**config.mk**
```make
export PLATFORM = sky130hd
export DESIGN_NAME = yuyv_to_rgb24_mirror_unit_flat
export DESIGN_NICKNAME = d
export VERILOG_FILES = /design/src/sv/y2rgb_pkg.sv /design/src/sv/y2rgb_if.sv /design/src/sv/y2rgb_chroma.sv /design/src/sv/y2rgb_lane.sv /design/src/sv/y2rgb_merge.sv /design/src/sv/yuyv_to_rgb24_mirror_unit.sv /design/src/flat_wrapper.sv
export VERILOG_INCLUDE_DIRS = /design/src /design/src/sv
export SDC_FILE = /design/constraint.sdc
export NUM_CORES = 1
export LEC_CHECK = 0
export BUFFER_PORTS_ARGS = -buffer_cell sky130_fd_sc_hd__buf_2
export CAP_MARGIN = 30
export CELL_PAD_IN_SITES_DETAIL_PLACEMENT = 0
export CELL_PAD_IN_SITES_GLOBAL_PLACEMENT = 1
export CORE_MARGIN = 3
export CORE_UTILIZATION = 44
export DETAILED_ROUTE_END_ITERATION = 6
export PLACE_DENSITY = 0.83
export SLEW_MARGIN = 20
export SYNTH_ARGS = -nofsm -noshare
export SYNTH_HDL_FRONTEND = slang
export SYNTH_SLANG_ARGS = --single-unit
export TNS_END_PERCENT = 20
```
**constraint.sdc**
```tcl
create_clock -name clk -period 4.5 [get_ports clk]
set_input_delay 0.45 -clock clk [delete_from_list [all_inputs] [get_ports clk]]
set_output_delay 0.45 -clock clk [all_outputs]
set_load 0.1 [all_outputs]
```
**src/sv/yuyv_to_rgb24_mirror_unit_assert.svh**
```systemverilog
// assertion macros for the yuyv to rgb24 mirror unit
// both use the clk and rst of the module that includes this file
`ifndef YUYV_TO_RGB24_MIRROR_UNIT_ASSERT_SVH
`define YUYV_TO_RGB24_MIRROR_UNIT_ASSERT_SVH
`ifndef NO_ASSERTIONS
`define Y2RGB_ASSERT(label, prop) \
  label: assert property (@(posedge clk) disable iff (rst) prop) \
    else $error("y2rgb assertion failed");
`define Y2RGB_ASSERT_NEXT(label, trig, conseq) \
  label: assert property (@(posedge clk) disable iff (rst) (trig) |=> (conseq)) \
    else $error("y2rgb assertion failed");
`else
`define Y2RGB_ASSERT(label, prop)
`define Y2RGB_ASSERT_NEXT(label, trig, conseq)
`endif
`endif

```
**src/sv/y2rgb_pkg.sv**
```systemverilog
`default_nettype none
package y2rgb_pkg;

  localparam int CFG_INDEX_W = 2;
  localparam int CFG_DATA_W = 12;
  localparam int LINE_PAIRS_W = 11;
  localparam int FRAME_LINES_W = 12;
  localparam int PAIR_W = 10;
  localparam int LINE_W = 11;
  localparam int PROD_W = 17;
  localparam int TERM_W = 9;
  localparam int SUM_W = 11;

  localparam int MAX_LINE_PAIRS = 1024;
  localparam int MAX_LINES = 2048;

  localparam logic [CFG_INDEX_W-1:0] REG_LINE_PAIRS = 2'd0;
  localparam logic [CFG_INDEX_W-1:0] REG_FRAME_LINES = 2'd1;
  localparam logic [CFG_INDEX_W-1:0] REG_MIRROR = 2'd2;

  localparam logic [LINE_PAIRS_W-1:0] LINE_PAIRS_RESET = 11'd320;
  localparam logic [FRAME_LINES_W-1:0] FRAME_LINES_RESET = 12'd480;

  localparam logic signed [TERM_W-1:0] CHROMA_OFFSET = 9'sd128;
  localparam logic signed [PROD_W-1:0] COEF_CB = 17'sd454;
  localparam logic signed [PROD_W-1:0] COEF_CR = 17'sd359;
  localparam logic signed [PROD_W-1:0] COEF_GU = 17'sd88;
  localparam logic signed [PROD_W-1:0] COEF_GV = 17'sd183;

  typedef struct packed {
    logic signed [PROD_W-1:0] blue;
    logic signed [PROD_W-1:0] red;
    logic signed [PROD_W-1:0] green;
  } prod_t;

  typedef struct packed {
    logic signed [TERM_W-1:0] cb;
    logic signed [TERM_W-1:0] cr;
    logic signed [TERM_W-1:0] cg;
  } term_t;

  typedef struct packed {
    logic [7:0] b;
    logic [7:0] g;
    logic [7:0] r;
  } pixel_t;

  typedef struct packed {
    logic [PAIR_W-1:0] col;
    logic [LINE_W-1:0] line;
    logic              eol;
    logic              eof;
    logic              mirror;
  } meta_t;

endpackage
`default_nettype wire

```
**src/sv/y2rgb_if.sv**
```systemverilog
`default_nettype none
interface y2rgb_in_if;
  logic       valid;
  logic       ready;
  logic [7:0] y_first;
  logic [7:0] u_chroma;
  logic [7:0] y_second;
  logic [7:0] v_chroma;

  modport source(output valid, y_first, u_chroma, y_second, v_chroma, input ready);
  modport sink(input valid, y_first, u_chroma, y_second, v_chroma, output ready);
endinterface

interface y2rgb_out_if;
  logic                           valid;
  logic                           ready;
  logic [7:0]                     blue_left;
  logic [7:0]                     green_left;
  logic [7:0]                     red_left;
  logic [7:0]                     blue_right;
  logic [7:0]                     green_right;
  logic [7:0]                     red_right;
  logic [y2rgb_pkg::PAIR_W-1:0]   pair_column;
  logic [y2rgb_pkg::LINE_W-1:0]   line_index;
  logic                           end_of_line;
  logic                           end_of_frame;

  modport source(
    output valid, blue_left, green_left, red_left, blue_right, green_right, red_right,
    output pair_column, line_index, end_of_line, end_of_frame,
    input ready
  );
  modport sink(
    input valid, blue_left, green_left, red_left, blue_right, green_right, red_right,
    input pair_column, line_index, end_of_line, end_of_frame,
    output ready
  );
endinterface
`default_nettype wire

```
**src/sv/y2rgb_chroma.sv**
```systemverilog
`default_nettype none
module y2rgb_chroma (
  input  wire logic [7:0]       u_chroma,
  input  wire logic [7:0]       v_chroma,
  output y2rgb_pkg::prod_t      prod
);

  logic signed [y2rgb_pkg::TERM_W-1:0] u_off;
  logic signed [y2rgb_pkg::TERM_W-1:0] v_off;

  always_comb begin
    u_off = $signed({1'b0, u_chroma}) - y2rgb_pkg::CHROMA_OFFSET;
    v_off = $signed({1'b0, v_chroma}) - y2rgb_pkg::CHROMA_OFFSET;
    prod.blue = u_off * y2rgb_pkg::COEF_CB;
    prod.red = v_off * y2rgb_pkg::COEF_CR;
    prod.green = (u_off * y2rgb_pkg::COEF_GU) + (v_off * y2rgb_pkg::COEF_GV);
  end

endmodule
`default_nettype wire

```
**src/sv/y2rgb_lane.sv**
```systemverilog
`default_nettype none
module y2rgb_lane (
  input  wire logic [7:0]       luma,
  input  wire y2rgb_pkg::term_t term,
  output y2rgb_pkg::pixel_t     pix
);

  function automatic logic [7:0] sat8(input logic signed [y2rgb_pkg::SUM_W-1:0] x);
    logic [7:0] res;
    priority if (x < 0) begin
      res = 8'd0;
    end else if (x > 11'sd255) begin
      res = 8'd255;
    end else begin
      res = x[7:0];
    end
    return res;
  endfunction

  logic signed [y2rgb_pkg::SUM_W-1:0] luma_s;
  logic signed [y2rgb_pkg::SUM_W-1:0] b_sum;
  logic signed [y2rgb_pkg::SUM_W-1:0] g_sum;
  logic signed [y2rgb_pkg::SUM_W-1:0] r_sum;

  always_comb begin
    luma_s = $signed({3'b000, luma});
    b_sum = luma_s + y2rgb_pkg::SUM_W'(term.cb);
    g_sum = luma_s - y2rgb_pkg::SUM_W'(term.cg);
    r_sum = luma_s + y2rgb_pkg::SUM_W'(term.cr);
    pix.b = sat8(b_sum);
    pix.g = sat8(g_sum);
    pix.r = sat8(r_sum);
  end

endmodule
`default_nettype wire

```
**src/sv/y2rgb_merge.sv**
```systemverilog
`default_nettype none
module y2rgb_merge (
  input  wire logic              clk,
  input  wire logic              rst,
  input  wire logic              take,
  input  wire y2rgb_pkg::pixel_t first_pix,
  input  wire y2rgb_pkg::pixel_t second_pix,
  input  wire y2rgb_pkg::meta_t  meta,
  y2rgb_out_if.source            res
);

  y2rgb_pkg::pixel_t left_pix;
  y2rgb_pkg::pixel_t right_pix;

  // mirrored lines swap the two pixels of a pair
  always_comb begin
    if (meta.mirror) begin
      left_pix = second_pix;
      right_pix = first_pix;
    end else begin
      left_pix = first_pix;
      right_pix = second_pix;
    end
  end

  always_ff @(posedge clk) begin
    if (rst) begin
      res.valid <= 1'b0;
    end else if (take) begin
      res.valid <= 1'b1;
    end else if (res.ready) begin
      res.valid <= 1'b0;
    end
    if (take) begin
      res.blue_left <= left_pix.b;
      res.green_left <= left_pix.g;
      res.red_left <= left_pix.r;
      res.blue_right <= right_pix.b;
      res.green_right <= right_pix.g;
      res.red_right <= right_pix.r;
      res.pair_column <= meta.col;
      res.line_index <= meta.line;
      res.end_of_line <= meta.eol;
      res.end_of_frame <= meta.eof;
    end
  end

endmodule
`default_nettype wire

```
**src/sv/yuyv_to_rgb24_mirror_unit.sv**
```systemverilog
// channel    | dir | payload                                        | handshake
// -----------+-----+------------------------------------------------+------------
// pixel_in   | in  | y_first, u_chroma, y_second, v_chroma          | valid/ready
// pixel_out  | out | bgr left/right, pair_column, line_index, marks | valid/ready
// cfg        | in  | cfg_index, cfg_data                            | cfg_we only
//
// one request per clock sustained unless pixel_out stalls
// stage one holds the chroma products, the output register holds the merged pair
// pixel_in.ready drops only when both stages are full and pixel_out is stalled
// synchronous reset clears the counters and valids and loads the register defaults
`default_nettype none
`include "yuyv_to_rgb24_mirror_unit_assert.svh"
module yuyv_to_rgb24_mirror_unit (
  input  wire logic                                clk,
  input  wire logic                                rst,
  input  wire logic                                cfg_we,
  input  wire logic [y2rgb_pkg::CFG_INDEX_W-1:0]   cfg_index,
  input  wire logic [y2rgb_pkg::CFG_DATA_W-1:0]    cfg_data,
  y2rgb_in_if.sink                                 pixel_in,
  y2rgb_out_if.source                              pixel_out
);

  logic [y2rgb_pkg::LINE_PAIRS_W-1:0]  line_pairs;
  logic [y2rgb_pkg::FRAME_LINES_W-1:0] frame_lines;
  logic                                mirror_enable;
  logic [y2rgb_pkg::PAIR_W-1:0]        pair_cnt;
  logic [y2rgb_pkg::LINE_W-1:0]        line_cnt;

  logic [y2rgb_pkg::LINE_PAIRS_W-1:0]  lp;
  logic [y2rgb_pkg::FRAME_LINES_W-1:0] fl;
  logic [y2rgb_pkg::LINE_PAIRS_W-1:0]  pair_ext;
  logic                                eol_now;
  logic                                eof_now;
  logic [y2rgb_pkg::PAIR_W-1:0]        col_now;

  logic              in_acc;
  logic              out_adv;
  logic              s1_take;
  logic              s1_valid;
  y2rgb_pkg::prod_t  in_prod;
  y2rgb_pkg::prod_t  s1_prod;
  logic [7:0]        s1_y_first;
  logic [7:0]        s1_y_second;
  y2rgb_pkg::meta_t  s1_meta;
  y2rgb_pkg::term_t  s1_term;
  y2rgb_pkg::pixel_t first_pix;
  y2rgb_pkg::pixel_t second_pix;

  // out of range sizes clamp to 1..max
  always_comb begin
    priority if (line_pairs == '0) begin
      lp = y2rgb_pkg::LINE_PAIRS_W'(1);
    end else if (line_pairs > y2rgb_pkg::LINE_PAIRS_W'(y2rgb_pkg::MAX_LINE_PAIRS)) begin
      lp = y2rgb_pkg::LINE_PAIRS_W'(y2rgb_pkg::MAX_LINE_PAIRS);
    end else begin
      lp = line_pairs;
    end
    priority if (frame_lines == '0) begin
      fl = y2rgb_pkg::FRAME_LINES_W'(1);
    end else if (frame_lines > y2rgb_pkg::FRAME_LINES_W'(y2rgb_pkg::MAX_LINES)) begin
      fl = y2rgb_pkg::FRAME_LINES_W'(y2rgb_pkg::MAX_LINES);
    end else begin
      fl = frame_lines;
    end
  end

  always_comb begin
    pair_ext = {1'b0, pair_cnt};
    eol_now = (pair_ext + 11'd1) >= lp;
    eof_now = eol_now && (({1'b0, line_cnt} + 12'd1) >= fl);
    if (mirror_enable) begin
      if (pair_ext < lp) begin
        col_now = y2rgb_pkg::PAIR_W'(lp - 11'd1 - pair_ext);
      end else begin
        col_now = '0;
      end
    end else begin
      col_now = pair_cnt;
    end
  end

  assign out_adv = !pixel_out.valid || pixel_out.ready;
  assign s1_take = s1_valid && out_adv;
  assign pixel_in.ready = !s1_valid || out_adv;
  assign in_acc = pixel_in.valid && pixel_in.ready;

  always_ff @(posedge clk) begin
    if (rst) begin
      line_pairs <= y2rgb_pkg::LINE_PAIRS_RESET;
      frame_lines <= y2rgb_pkg::FRAME_LINES_RESET;
      mirror_enable <= 1'b0;
    end else if (cfg_we) begin
      unique case (cfg_index)
        y2rgb_pkg::REG_LINE_PAIRS: line_pairs <= cfg_data[y2rgb_pkg::LINE_PAIRS_W-1:0];
        y2rgb_pkg::REG_FRAME_LINES: frame_lines <= cfg_data[y2rgb_pkg::FRAME_LINES_W-1:0];
        y2rgb_pkg::REG_MIRROR: mirror_enable <= cfg_data[0];
        default: ;
      endcase
    end
  end

  always_ff @(posedge clk) begin
    if (rst) begin
      pair_cnt <= '0;
      line_cnt <= '0;
    end else if (in_acc) begin
      if (eol_now) begin
        pair_cnt <= '0;
        line_cnt <= eof_now ? '0 : line_cnt + 11'd1;
      end else begin
        pair_cnt <= pair_cnt + 10'd1;
      end
    end
  end

  y2rgb_chroma u_chroma (
    .u_chroma (pixel_in.u_chroma),
    .v_chroma (pixel_in.v_chroma),
    .prod     (in_prod)
  );

  always_ff @(posedge clk) begin
    if (rst) begin
      s1_valid <= 1'b0;
    end else if (in_acc) begin
      s1_valid <= 1'b1;
    end else if (s1_take) begin
      s1_valid <= 1'b0;
    end
    if (in_acc) begin
      s1_prod <= in_prod;
      s1_y_first <= pixel_in.y_first;
      s1_y_second <= pixel_in.y_second;
      s1_meta.col <= col_now;
      s1_meta.line <= line_cnt;
      s1_meta.eol <= eol_now;
      s1_meta.eof <= eof_now;
      s1_meta.mirror <= mirror_enable;
    end
  end

  // arithmetic shift right by 8
  always_comb begin
    s1_term.cb = s1_prod.blue[y2rgb_pkg::PROD_W-1:8];
    s1_term.cr = s1_prod.red[y2rgb_pkg::PROD_W-1:8];
    s1_term.cg = s1_prod.green[y2rgb_pkg::PROD_W-1:8];
  end

  y2rgb_lane u_lane_first (
    .luma (s1_y_first),
    .term (s1_term),
    .pix  (first_pix)
  );

  y2rgb_lane u_lane_second (
    .luma (s1_y_second),
    .term (s1_term),
    .pix  (second_pix)
  );

  y2rgb_merge u_merge (
    .clk        (clk),
    .rst        (rst),
    .take       (s1_take),
    .first_pix  (first_pix),
    .second_pix (second_pix),
    .meta       (s1_meta),
    .res        (pixel_out)
  );

  `Y2RGB_ASSERT_NEXT(a_pair_wrap, in_acc && eol_now, pair_cnt == '0)
  `Y2RGB_ASSERT_NEXT(a_line_wrap, in_acc && eof_now, line_cnt == '0)
  `Y2RGB_ASSERT(a_eof_on_eol, s1_valid && s1_meta.eof |-> s1_meta.eol)
  `Y2RGB_ASSERT(a_full_stall, s1_valid && pixel_out.valid && !pixel_out.ready |-> !pixel_in.ready)

endmodule
`default_nettype wire

```
**src/flat_wrapper.sv**
```systemverilog
// flat-port wrapper written by rule: the top's interface ports become plain ports
module yuyv_to_rgb24_mirror_unit_flat 
  (clk, rst, cfg_we, cfg_index, cfg_data, pixel_in_valid, pixel_in_y_first, pixel_in_u_chroma, pixel_in_y_second, pixel_in_v_chroma, pixel_in_ready, pixel_out_valid, pixel_out_blue_left, pixel_out_green_left, pixel_out_red_left, pixel_out_blue_right, pixel_out_green_right, pixel_out_red_right, pixel_out_pair_column, pixel_out_line_index, pixel_out_end_of_line, pixel_out_end_of_frame, pixel_out_ready);
  y2rgb_in_if pixel_in_i ();
  y2rgb_out_if pixel_out_i ();
  input  wire logic clk;
  input  wire logic rst;
  input  wire logic cfg_we;
  input  wire logic [y2rgb_pkg::CFG_INDEX_W-1:0] cfg_index;
  input  wire logic [y2rgb_pkg::CFG_DATA_W-1:0] cfg_data;
  input wire logic [$bits(pixel_in_i.valid)-1:0] pixel_in_valid;
  input wire logic [$bits(pixel_in_i.y_first)-1:0] pixel_in_y_first;
  input wire logic [$bits(pixel_in_i.u_chroma)-1:0] pixel_in_u_chroma;
  input wire logic [$bits(pixel_in_i.y_second)-1:0] pixel_in_y_second;
  input wire logic [$bits(pixel_in_i.v_chroma)-1:0] pixel_in_v_chroma;
  output wire logic [$bits(pixel_in_i.ready)-1:0] pixel_in_ready;
  output wire logic [$bits(pixel_out_i.valid)-1:0] pixel_out_valid;
  output wire logic [$bits(pixel_out_i.blue_left)-1:0] pixel_out_blue_left;
  output wire logic [$bits(pixel_out_i.green_left)-1:0] pixel_out_green_left;
  output wire logic [$bits(pixel_out_i.red_left)-1:0] pixel_out_red_left;
  output wire logic [$bits(pixel_out_i.blue_right)-1:0] pixel_out_blue_right;
  output wire logic [$bits(pixel_out_i.green_right)-1:0] pixel_out_green_right;
  output wire logic [$bits(pixel_out_i.red_right)-1:0] pixel_out_red_right;
  output wire logic [$bits(pixel_out_i.pair_column)-1:0] pixel_out_pair_column;
  output wire logic [$bits(pixel_out_i.line_index)-1:0] pixel_out_line_index;
  output wire logic [$bits(pixel_out_i.end_of_line)-1:0] pixel_out_end_of_line;
  output wire logic [$bits(pixel_out_i.end_of_frame)-1:0] pixel_out_end_of_frame;
  input wire logic [$bits(pixel_out_i.ready)-1:0] pixel_out_ready;
  assign pixel_in_i.valid = pixel_in_valid;
  assign pixel_in_i.y_first = pixel_in_y_first;
  assign pixel_in_i.u_chroma = pixel_in_u_chroma;
  assign pixel_in_i.y_second = pixel_in_y_second;
  assign pixel_in_i.v_chroma = pixel_in_v_chroma;
  assign pixel_in_ready = pixel_in_i.ready;
  assign pixel_out_valid = pixel_out_i.valid;
  assign pixel_out_blue_left = pixel_out_i.blue_left;
  assign pixel_out_green_left = pixel_out_i.green_left;
  assign pixel_out_red_left = pixel_out_i.red_left;
  assign pixel_out_blue_right = pixel_out_i.blue_right;
  assign pixel_out_green_right = pixel_out_i.green_right;
  assign pixel_out_red_right = pixel_out_i.red_right;
  assign pixel_out_pair_column = pixel_out_i.pair_column;
  assign pixel_out_line_index = pixel_out_i.line_index;
  assign pixel_out_end_of_line = pixel_out_i.end_of_line;
  assign pixel_out_end_of_frame = pixel_out_i.end_of_frame;
  assign pixel_out_i.ready = pixel_out_ready;
  yuyv_to_rgb24_mirror_unit u_core (.clk(clk), .rst(rst), .cfg_we(cfg_we), .cfg_index(cfg_index), .cfg_data(cfg_data), .pixel_in(pixel_in_i), .pixel_out(pixel_out_i));
endmodule
```
==> insert_results.sql, run 1 <==
INSERT INTO impl_metrics (metric_group, metric, value, unit) VALUES
('global_route', 'global_route.usage.total', '18.72', '%'),
('logic_synthesis', 'synth-seq-area-share', '33.00', '%'),
('logic_synthesis', 'synth_adder_area_share', '28.30', '%'),
('global_route', 'first_global_vias', '11350', ''),
('logic_synthesis', 'synth.yosys.warnings', '0', ''),
('setup_path', 'crit_path_frequent_cell', 'fa_1', ''),
('routing', 'post_drt_wl_per_cell', '15.54', 'um'),
('setup_path', 'cp_slowest_stage_delay', '0.52', 'ns'),
('final_layout', 'antenna_cells', '0', ''),
('setup_path', 'crit_path_end_kind', 'register', ''),
('timing', 'min_period', '4.348', 'ns'),
('clocking', 'cts_buffers', '17', ''),
('setup_path', 'arrival_time_reported_for_the_critical_path_endpoint', '4.53', 'ns'),
('final_layout', 'post_route_cells_drive_above_1_share', '16.60', '%'),
('pwr', 'report.power.total', '10.75', 'mW'),
('clocking', 'htree_num_levels', '4', ''),
('routing', 'drt_iter0_drc', '691', ''),
('placed_design', 'buffer_ports.inserted', '123', ''),
('timing', 'grt_setup_unrepaired', 'true', ''),
('global_route', 'antenna_found_initial', '0', ''),
('logic_synthesis', 'synth.area.mux_share', '0.5846', '%'),
('clocking', 'tritoncts', 'done', ''),
('pwr', 'power_density', '597.7', 'nW/um^2'),
('placed_design', 'dp_worst_setup_slack', '-0.3635', 'ns'),
('setup_path', 'path_cells', 'buf_2 > clkinvlp_4 > fa_1 > inv_1 > fa_1 > inv_1 > ha_1 > fa_1 > fa_1 > ha_1 > o21a_1 > o221a_2 > a21oi_2 > or4_1 > nand3_1 > xor2_1', ''),
('final_layout', 'num-fill-cells', '3069', ''),
('setup_path', 'timing.critical_path.depth', '16', ''),
('setup_path', 'critical_path.startpoint_type', 'primary input', ''),
('pwr', 'power_leakage', '8.226', 'nW'),
('timing', 'slew_headroom', '36.30', '%'),
('run_status', 'status', 'finished, final reports clean', ''),
('global_route', 'grt_first_pass_wirelength', '56350', 'um'),
('setup_path', 'worst_setup_path_startpoint', 'pixel_in_v_chroma[7]', ''),
('logic_synthesis', 'net_count_after_synthesis', '1900', ''),
('setup_path', 'path_delay_family', 'adder cells', ''),
('final_layout', 'post_layout_util', '52.83', '%'),
('die', 'dieWidth', '193.1', 'um'),
('setup_path', 'slowest_stage_cell_cp', 'fa_1', ''),
('timing', 'post-route-period-util', '96.63', '%'),
('clocking', 'clockRootBuffer', 'clkbuf_16', ''),
('min_path', 'beginning_of_the_worst_hold_path', 'pixel_in_y_second[1]', ''),
('min_path', 'worst_hold_path_type', 'primary input to register', ''),
('setup_path', 'timing.reg2reg.worst_path_depth', '11', ''),
('clocking', 'cts_buffer_depth', '2', ''),
('pwr', 'worst_ir_drop_vdd', '466.6', 'uV'),
('die', 'die-area', '37300', 'sq um'),
('routing', 'antenna_left', '0', ''),
('setup_path', 'register_to_register_setup_slack', '0.85', 'ns'),
('timing', 'max_freq', '230.0', 'MHz'),
('logic_synthesis', 'synth-compound-area-share', '15.24', '%'),
('die', 'core_box_area', '34040', 'sq um'),
('routing', 'num_vias', '11630', ''),
('setup_path', 'timing.critical_path.fanout_max', '5', ''),
('timing', 'worstMarginPinSlew', '0.9314', 'ns'),
('routing', 'post-route-drc-count', '0', ''),
('timing', 'finalClockSkew', '0.01248', 'ns'),
('routing', 'wl', '34480', 'um'),
('clocking', 'register_clock_pin_slew_on_the_reported_worst_setup_and_hold_paths', '0.07', 'ns'),
('setup_path', 'timing.rr.start', 'u_core.pair_cnt[1]', ''),
('routing', 'viasPerCell', '5.239', ''),
('logic_synthesis', 'synth_xor_area_share', '5.797', '%'),
('logic_synthesis', 'synth_top_family_by_area', 'adder cells', ''),
('setup_path', 'crit_buf_inv', '4', ''),
('final_layout', 'layout.nets', '2112', ''),
('die', 'pin_count', '124', ''),
('placed_design', 'detailed_place_hpwl', '28310', 'um'),
('logic_synthesis', 'yosys_register_bits', '185', ''),
('die', 'num_rows', '67', ''),
('die', 'die-height', '193.1', 'um'),
('min_path', 'min_delay_path_depth', '1', ''),
('setup_path', 'critical_path.reg2reg.endpoint', 'u_core.line_cnt[9]', '');
-- per-stage QoR --
step,instance area (sq um),hold WS [ns],instances
after floorplan,15470,0.4003,1546
after global placement,17250,0.4023,2185
after detailed placement,17270,0.4052,2187
after CTS,17870,0.1605,2219
after global routing,17980,0.1619,2219
final,17980,0.1835,2219
-- layer usage --
layer / GRT usage (%) / part of all wire [%]
met1: 26.88 / 50
met4: 4.701 / 1.5
met2: 30.04 / 45
met5: 0 / 0
met3: 2.513 / 3.8
-- state kept, by name, indices dropped and copies added (netlist names) --
name,cells
u_core.frame_lines,12
u_core.line_cnt,11
u_core.line_pairs,11
u_core.mirror_enable,1
u_core.pair_cnt,10
u_core.s1_meta,24
u_core.s1_prod,27
u_core.s1_valid,1
u_core.s1_y_first,8
u_core.s1_y_second,8
u_core.u_merge.res.blue_left,8
u_core.u_merge.res.blue_right,8
u_core.u_merge.res.end_of_frame,1
u_core.u_merge.res.end_of_line,1
u_core.u_merge.res.green_left,8
u_core.u_merge.res.green_right,8
u_core.u_merge.res.line_index,11
u_core.u_merge.res.pair_column,10
u_core.u_merge.res.red_left,8
u_core.u_merge.res.red_right,8
u_core.u_merge.res.valid,1
-- how the worst max path moves through the flow --
stage | to | slack [ns]
2_1_floorplan | u_core.s1_prod[16] | -0.06
3_3_place_gp | u_core.s1_prod[16] | -0.29
3_5_place_dp | u_core.s1_prod[16] | -0.36
4_1_cts | u_core.s1_prod[16] | 0.09
5_1_grt | u_core.s1_prod[16] | -0.03
6_report | u_core.s1_prod[16] | 0.15
-- timing repair --
item,4_1_cts,5_1_grt
hold endpoints to repair,0,0
endpoints found under the setup margin,0,5
buffers inserted,0,0
resized for setup,0,17
-- cell usage after synthesis, types with 4 or more instances --
cell       number  area [sq um]
ha_1          227          2840
inv_1         203         762.0
edfxtp_1      138          4144
nand2_1       107         401.6
nor2_1         81         304.0
a21oi_1        77         385.4
fa_1           76          1521
xnor2_1        74         648.1
o22ai_1        49         306.5
dfxtp_1        47         940.9
o21ai_0        43         215.2
nand3_1        36         180.2
nor3_1         36         180.2
xor2_1         28         245.2
a21o_1         26         195.2
nand2b_1       22         137.6
clkbuf_1       20         75.07
o21a_1         17         127.6
o21bai_1       15         112.6
a211oi_1       14         105.1
a31oi_1        14         87.58
nor2b_1        14         87.58
or3_1          13         81.33
a22o_1         12         105.1
and3_1         12         75.07
o31ai_1        11         82.58
a2bb2oi_1       9         78.83
mux2i_1         9         90.09
o2bb2ai_1       9         78.83
or2_2           9         56.30
nor4_1          8         50.05
and2_1          7         43.79
nand4_1         6         37.54
o21ai_1         5         25.02
a211o_1         4         35.03
nand3b_1        4         30.03
or4_1           4         30.03
-- area by class of cell --
type	instances	area [sq um]	share of cell area, %
multi-input combinational	1131	9624	53.52
clock buffer	17	425.4	2.366
tap	448	560.5	3.117
inverter	206	780.7	4.342
sequential	185	5085	28.28
clock inverter	15	173.9	0.9672
timing repair buffer	217	1331	7.404
-- cells in the final DEF, fill, tap and decap left out, types with 7 or more instances in the layout --
cell type	instances
ha_1	221
inv_1	199
edfxtp_1	138
buf_2	124
nand2_1	107
buf_4	92
nor2_1	81
fa_1	75
xnor2_1	74
a21oi_1	73
o22ai_1	48
dfxtp_1	47
o21ai_0	43
nand3_1	36
nor3_1	35
xor2_1	28
a21o_1	26
nand2b_1	21
o21a_1	17
clkbuf_16	17
o21bai_1	15
nor2b_1	13
a31oi_1	13
a211oi_1	13
and3_1	12
or3_1	12
a22o_1	12
o31ai_1	10
mux2i_1	9
a2bb2oi_1	9
o2bb2ai_1	9
or2_2	8
nor4_1	8
and2_1	7
-- cell families after synthesis --
group                      Yosys count
buffers and inverters              230
adders and majority gates          303
DFF                                185
and+or+nand+nor                    367
xor gates and xnor gates           102
AOI/OAI and AO/OA                  350
muxes                                9
-- power by group --
group          total [mW]  internal [mW]  switching (mW)
Combinational        6.72           2.78            3.94
Clock                1.50          0.752           0.743
Sequential           2.54           2.36           0.180
Total                10.7           5.89            4.86
Note: power is estimated with default switching activity, not from simulation.
==> run 2: changes to the inputs <==
- PLACE_DENSITY: 0.83 -> 0.81
- RECOVER_POWER: default -> 50
==> run 2 against run 1 <==
The flow now finishes with violations (max-capacitance violations, max-slew violations). Flip-flop and latch count is the same. Die area is the same. Non-clock buffer count is the same. Utilization shrank 0.11 points. Power grew 1.7%. Critical path type unchanged. Highest routed layer unchanged.
==> insert_results.sql, run 2 (synthesis gave the netlist of run 1 again) <==
INSERT INTO impl_metrics (metric_group, metric, value, unit) VALUES
('run_status', 'status', 'finished with violations', ''),
('run_status', 'failing_checks', 'max-capacitance violations, max-slew violations', ''),
('routing', 'viasPerCell', '5.228', ''),
('pwr', 'worst_ir_drop_vdd', '406.3', 'uV'),
('timing', 'slew_violations', '119', ''),
('routing', 'first_pass_iters', '5', ''),
('setup_path', 'crit_path_end_kind', 'register', ''),
('final_layout', 'post_layout_util', '52.72', '%'),
('pwr', 'switching_share', '44.49', '%'),
('global_route', 'first_global_vias', '11310', ''),
('clocking', 'clockRootBuffer', 'clkbuf_16', ''),
('global_route', 'antenna_found_initial', '0', ''),
('timing', 'max_freq', '228.1', 'MHz'),
('die', 'dieWidth', '193.1', 'um'),
('placed_design', 'dpl.cell_count', '2184', ''),
('pwr', 'p_comb_share', '62.9', '%'),
('final_layout', 'flip_flop_count_of_the_largest_register_after_layout', '27', ''),
('final_layout', 'mostFrequentLayoutCell', 'ha_1', ''),
('timing', 'worstMarginPinSlew', '2.004', 'ns'),
('timing', 'post-route-period-util', '97.41', '%'),
('pwr', 'power_frac_seq', '23.2', '%'),
('die', 'num_rows', '67', ''),
('setup_path', 'crit_path_frequent_cell', 'fa_1', ''),
('final_layout', 'fin_cells', '2219', ''),
('pwr', 'clock_power_share', '13.8', '%'),
('setup_path', 'arrival_time_reported_for_the_critical_path_endpoint', '4.56', 'ns'),
('final_layout', 'antenna_cells', '0', ''),
('routing', 'post-route-drc-count', '0', ''),
('timing', 'finalHoldViolations', '0', ''),
('final_layout', 'largest_register', 'u_core.s1_prod', ''),
('clocking', 'clock_sinks', '185', ''),
('final_layout', 'layout.nets', '2112', ''),
('pwr', 'report.power.total', '10.93', 'mW'),
('setup_path', 'critical_path.startpoint_type', 'primary input', ''),
('die', 'die-height', '193.1', 'um'),
('clocking', 'clock_insertion_delay_worst_skew', '0.43', 'ns'),
('pwr', 'switching_power', '4.865', 'mW'),
('final_layout', 'post_route_cells_drive_above_1_share', '12.25', '%'),
('timing', 'fin_setup_tns', '0', 'ns'),
('routing', 'highest_layer', 'met4', ''),
('clocking', 'htree_num_levels', '4', ''),
('final_layout', 'num-fill-cells', '3109', ''),
('global_route', 'maximum_number_of_pins_on_one_net_before_global_route_repair', '72', ''),
('placed_design', 'detailed_place_hpwl', '27940', 'um'),
('placed_design', 'buffer_ports.inserted', '123', ''),
('timing', 'report.final.setup_viol', '0', ''),
('timing', 'post-route-worst-setup-slack', '0.1165', 'ns'),
('die', 'core_box_area', '34040', 'sq um'),
('pwr', 'cell_internal_power', '6.069', 'mW'),
('pwr', 'power_density', '609.3', 'nW/um^2'),
('die', 'pin_count', '124', ''),
('placed_design', 'gpl.final_weighted_congestion', '0.8831', ''),
('final_layout', 'regArea', '5085', 'sq um'),
('setup_path', 'worstPathRequired', '4.68', 'ns'),
('timing', 'min_period', '4.383', 'ns'),
('routing', 'route.layer.met1.wl', '17170', 'um'),
('routing', 'drt_iter0_drc', '613', ''),
('clocking', 'cts_hold_buffers', '0', ''),
('final_layout', 'largest_registers', 'u_core.s1_prod: 27 flops, u_core.s1_meta: 24 flops, u_core.frame_lines: 12 flops', ''),
('timing', 'grt_setup_unrepaired', 'true', ''),
('clocking', 'cts_buffers', '17', ''),
('clocking', 'tritoncts', 'done', ''),
('global_route', 'gr-total-overflow', '0', ''),
('routing', 'met2WireLength', '15220', 'um'),
('routing', 'wl', '34180', 'um'),
('flow_run', 'timing.max_cap.violations', '2', ''),
('die', 'die-area', '37300', 'sq um'),
('clocking', 'cts_buffer_depth', '2', ''),
('setup_path', 'cp_slowest_stage_delay', '0.56', 'ns'),
('timing', 'finalClockSkew', '0.007699', 'ns'),
('setup_path', 'path_cells', 'buf_2 > clkinvlp_4 > buf_4 > ha_4 > xnor2_4 > fa_1 > fa_1 > inv_1 > fa_1 > fa_1 > ha_4 > o221a_4 > a21oi_4 > or4_4 > nand3_2 > xor2_1', ''),
('min_path', 'worst_hold_path_type', 'primary input to register', ''),
('setup_path', 'slowest_stage_cell_cp', 'fa_1', ''),
('timing', 'slew_headroom', '-33.62', '%'),
('pwr', 'power_leakage', '8.023', 'nW'),
('clocking', 'register_clock_pin_slew_on_the_reported_worst_setup_and_hold_paths', '0.07', 'ns'),
('routing', 'met3_wirelength', '1187', 'um'),
('setup_path', 'critical_path_class', 'primary input to register', ''),
('die', 'start_util', '45.28', '%'),
('routing', 'antenna_left', '0', ''),
('global_route', 'global_route.usage.total', '18.60', '%'),
('routing', 'num_vias', '11600', ''),
('routing', 'post_drt_wl_per_cell', '15.40', 'um'),
('final_layout', 'most-common-layout-cells', 'ha_1, inv_1, edfxtp_1, nand2_1, buf_4', ''),
('final_layout', 'multi_input_area', '9681', 'sq um'),
('final_layout', 'syn_to_final_growth', '16.44', '%'),
('global_route', 'grt_first_pass_wirelength', '56010', 'um'),
('setup_path', 'timing.critical_path.fanout_max', '5', ''),
('placed_design', 'dp_worst_setup_slack', '-0.3649', 'ns');
[run 2: through the flow]
stage / area, sq um / hold WS [ns]
after floorplan: 15470 / 0.4003
after global placement: 17230 / 0.4021
after detailed placement: 17240 / 0.4045
after CTS: 17860 / 0.1666
after global routing: 17940 / 0.1694
final: 17940 / 0.1881
[run 2: critical path, delay by kind of cell]
family                     cells  cell delay (ns)
and+or+nand+nor                2             0.62
AOI/OAI and AO/OA              2             0.25
adders and majority gates      6             2.57
buffers and inverters          4             0.49
xor gates and xnor gates       2             0.19
[run 2: final cells by class]
| cell class | instances | area share (%) |
|---|---|---|
| Clock buffer | 22 | 2.943 |
| Clock inverter | 10 | 0.5021 |
| Timing Repair Buffer | 217 | 6.792 |
| Tap cell | 448 | 3.124 |
| Multi-Input combinational cell | 1131 | 53.95 |
| Sequential cell | 185 | 28.34 |
| Inverter | 206 | 4.351 |
[run 2: repair_timing]
| action | CTS | global route |
|---|---|---|
| gates resized for setup | 0 | 27 |
| setup buffers | 0 | 2 |
| setup endpoints to repair | 0 | 3 |
| hold endpoints to repair | 0 | 0 |
[run 2: power groups by stage]
stage / logic (mW) / registers [mW] / clock network, mW
final: 6.88 / 2.54 / 1.51
after global routing: 7.66 / 2.57 / 1.63
after CTS: 6.51 / 2.54 / 1.56
after detailed placement: 6.47 / 2.57 / 0
after global placement: 6.34 / 2.56 / 0
after floorplan: 4.11 / 3.28 / 0
[run 2: worst paths after layout]
path                        start                           endpoint  slack (ns)  depth (start not counted)
max reg2reg    u_core.pair_cnt[1]                 u_core.pair_cnt[2]        0.79                         12
min reg2reg    u_core.s1_meta[21]  u_core.u_merge.res.pair_column[7]        0.42                          0
max          pixel_in_v_chroma[7]                 u_core.s1_prod[16]        0.12                         16
min           pixel_in_y_first[0]               u_core.s1_y_first[0]        0.19                          1
[run 2: metal layers]
metal / vias to the layer above / global-route usage, %
met1: 5424 / 27.04
met4: 0 / 5.229
met3: 38 / 2.242
li1: 5927 / -
met2: 213 / 29.38
met5: - / 0
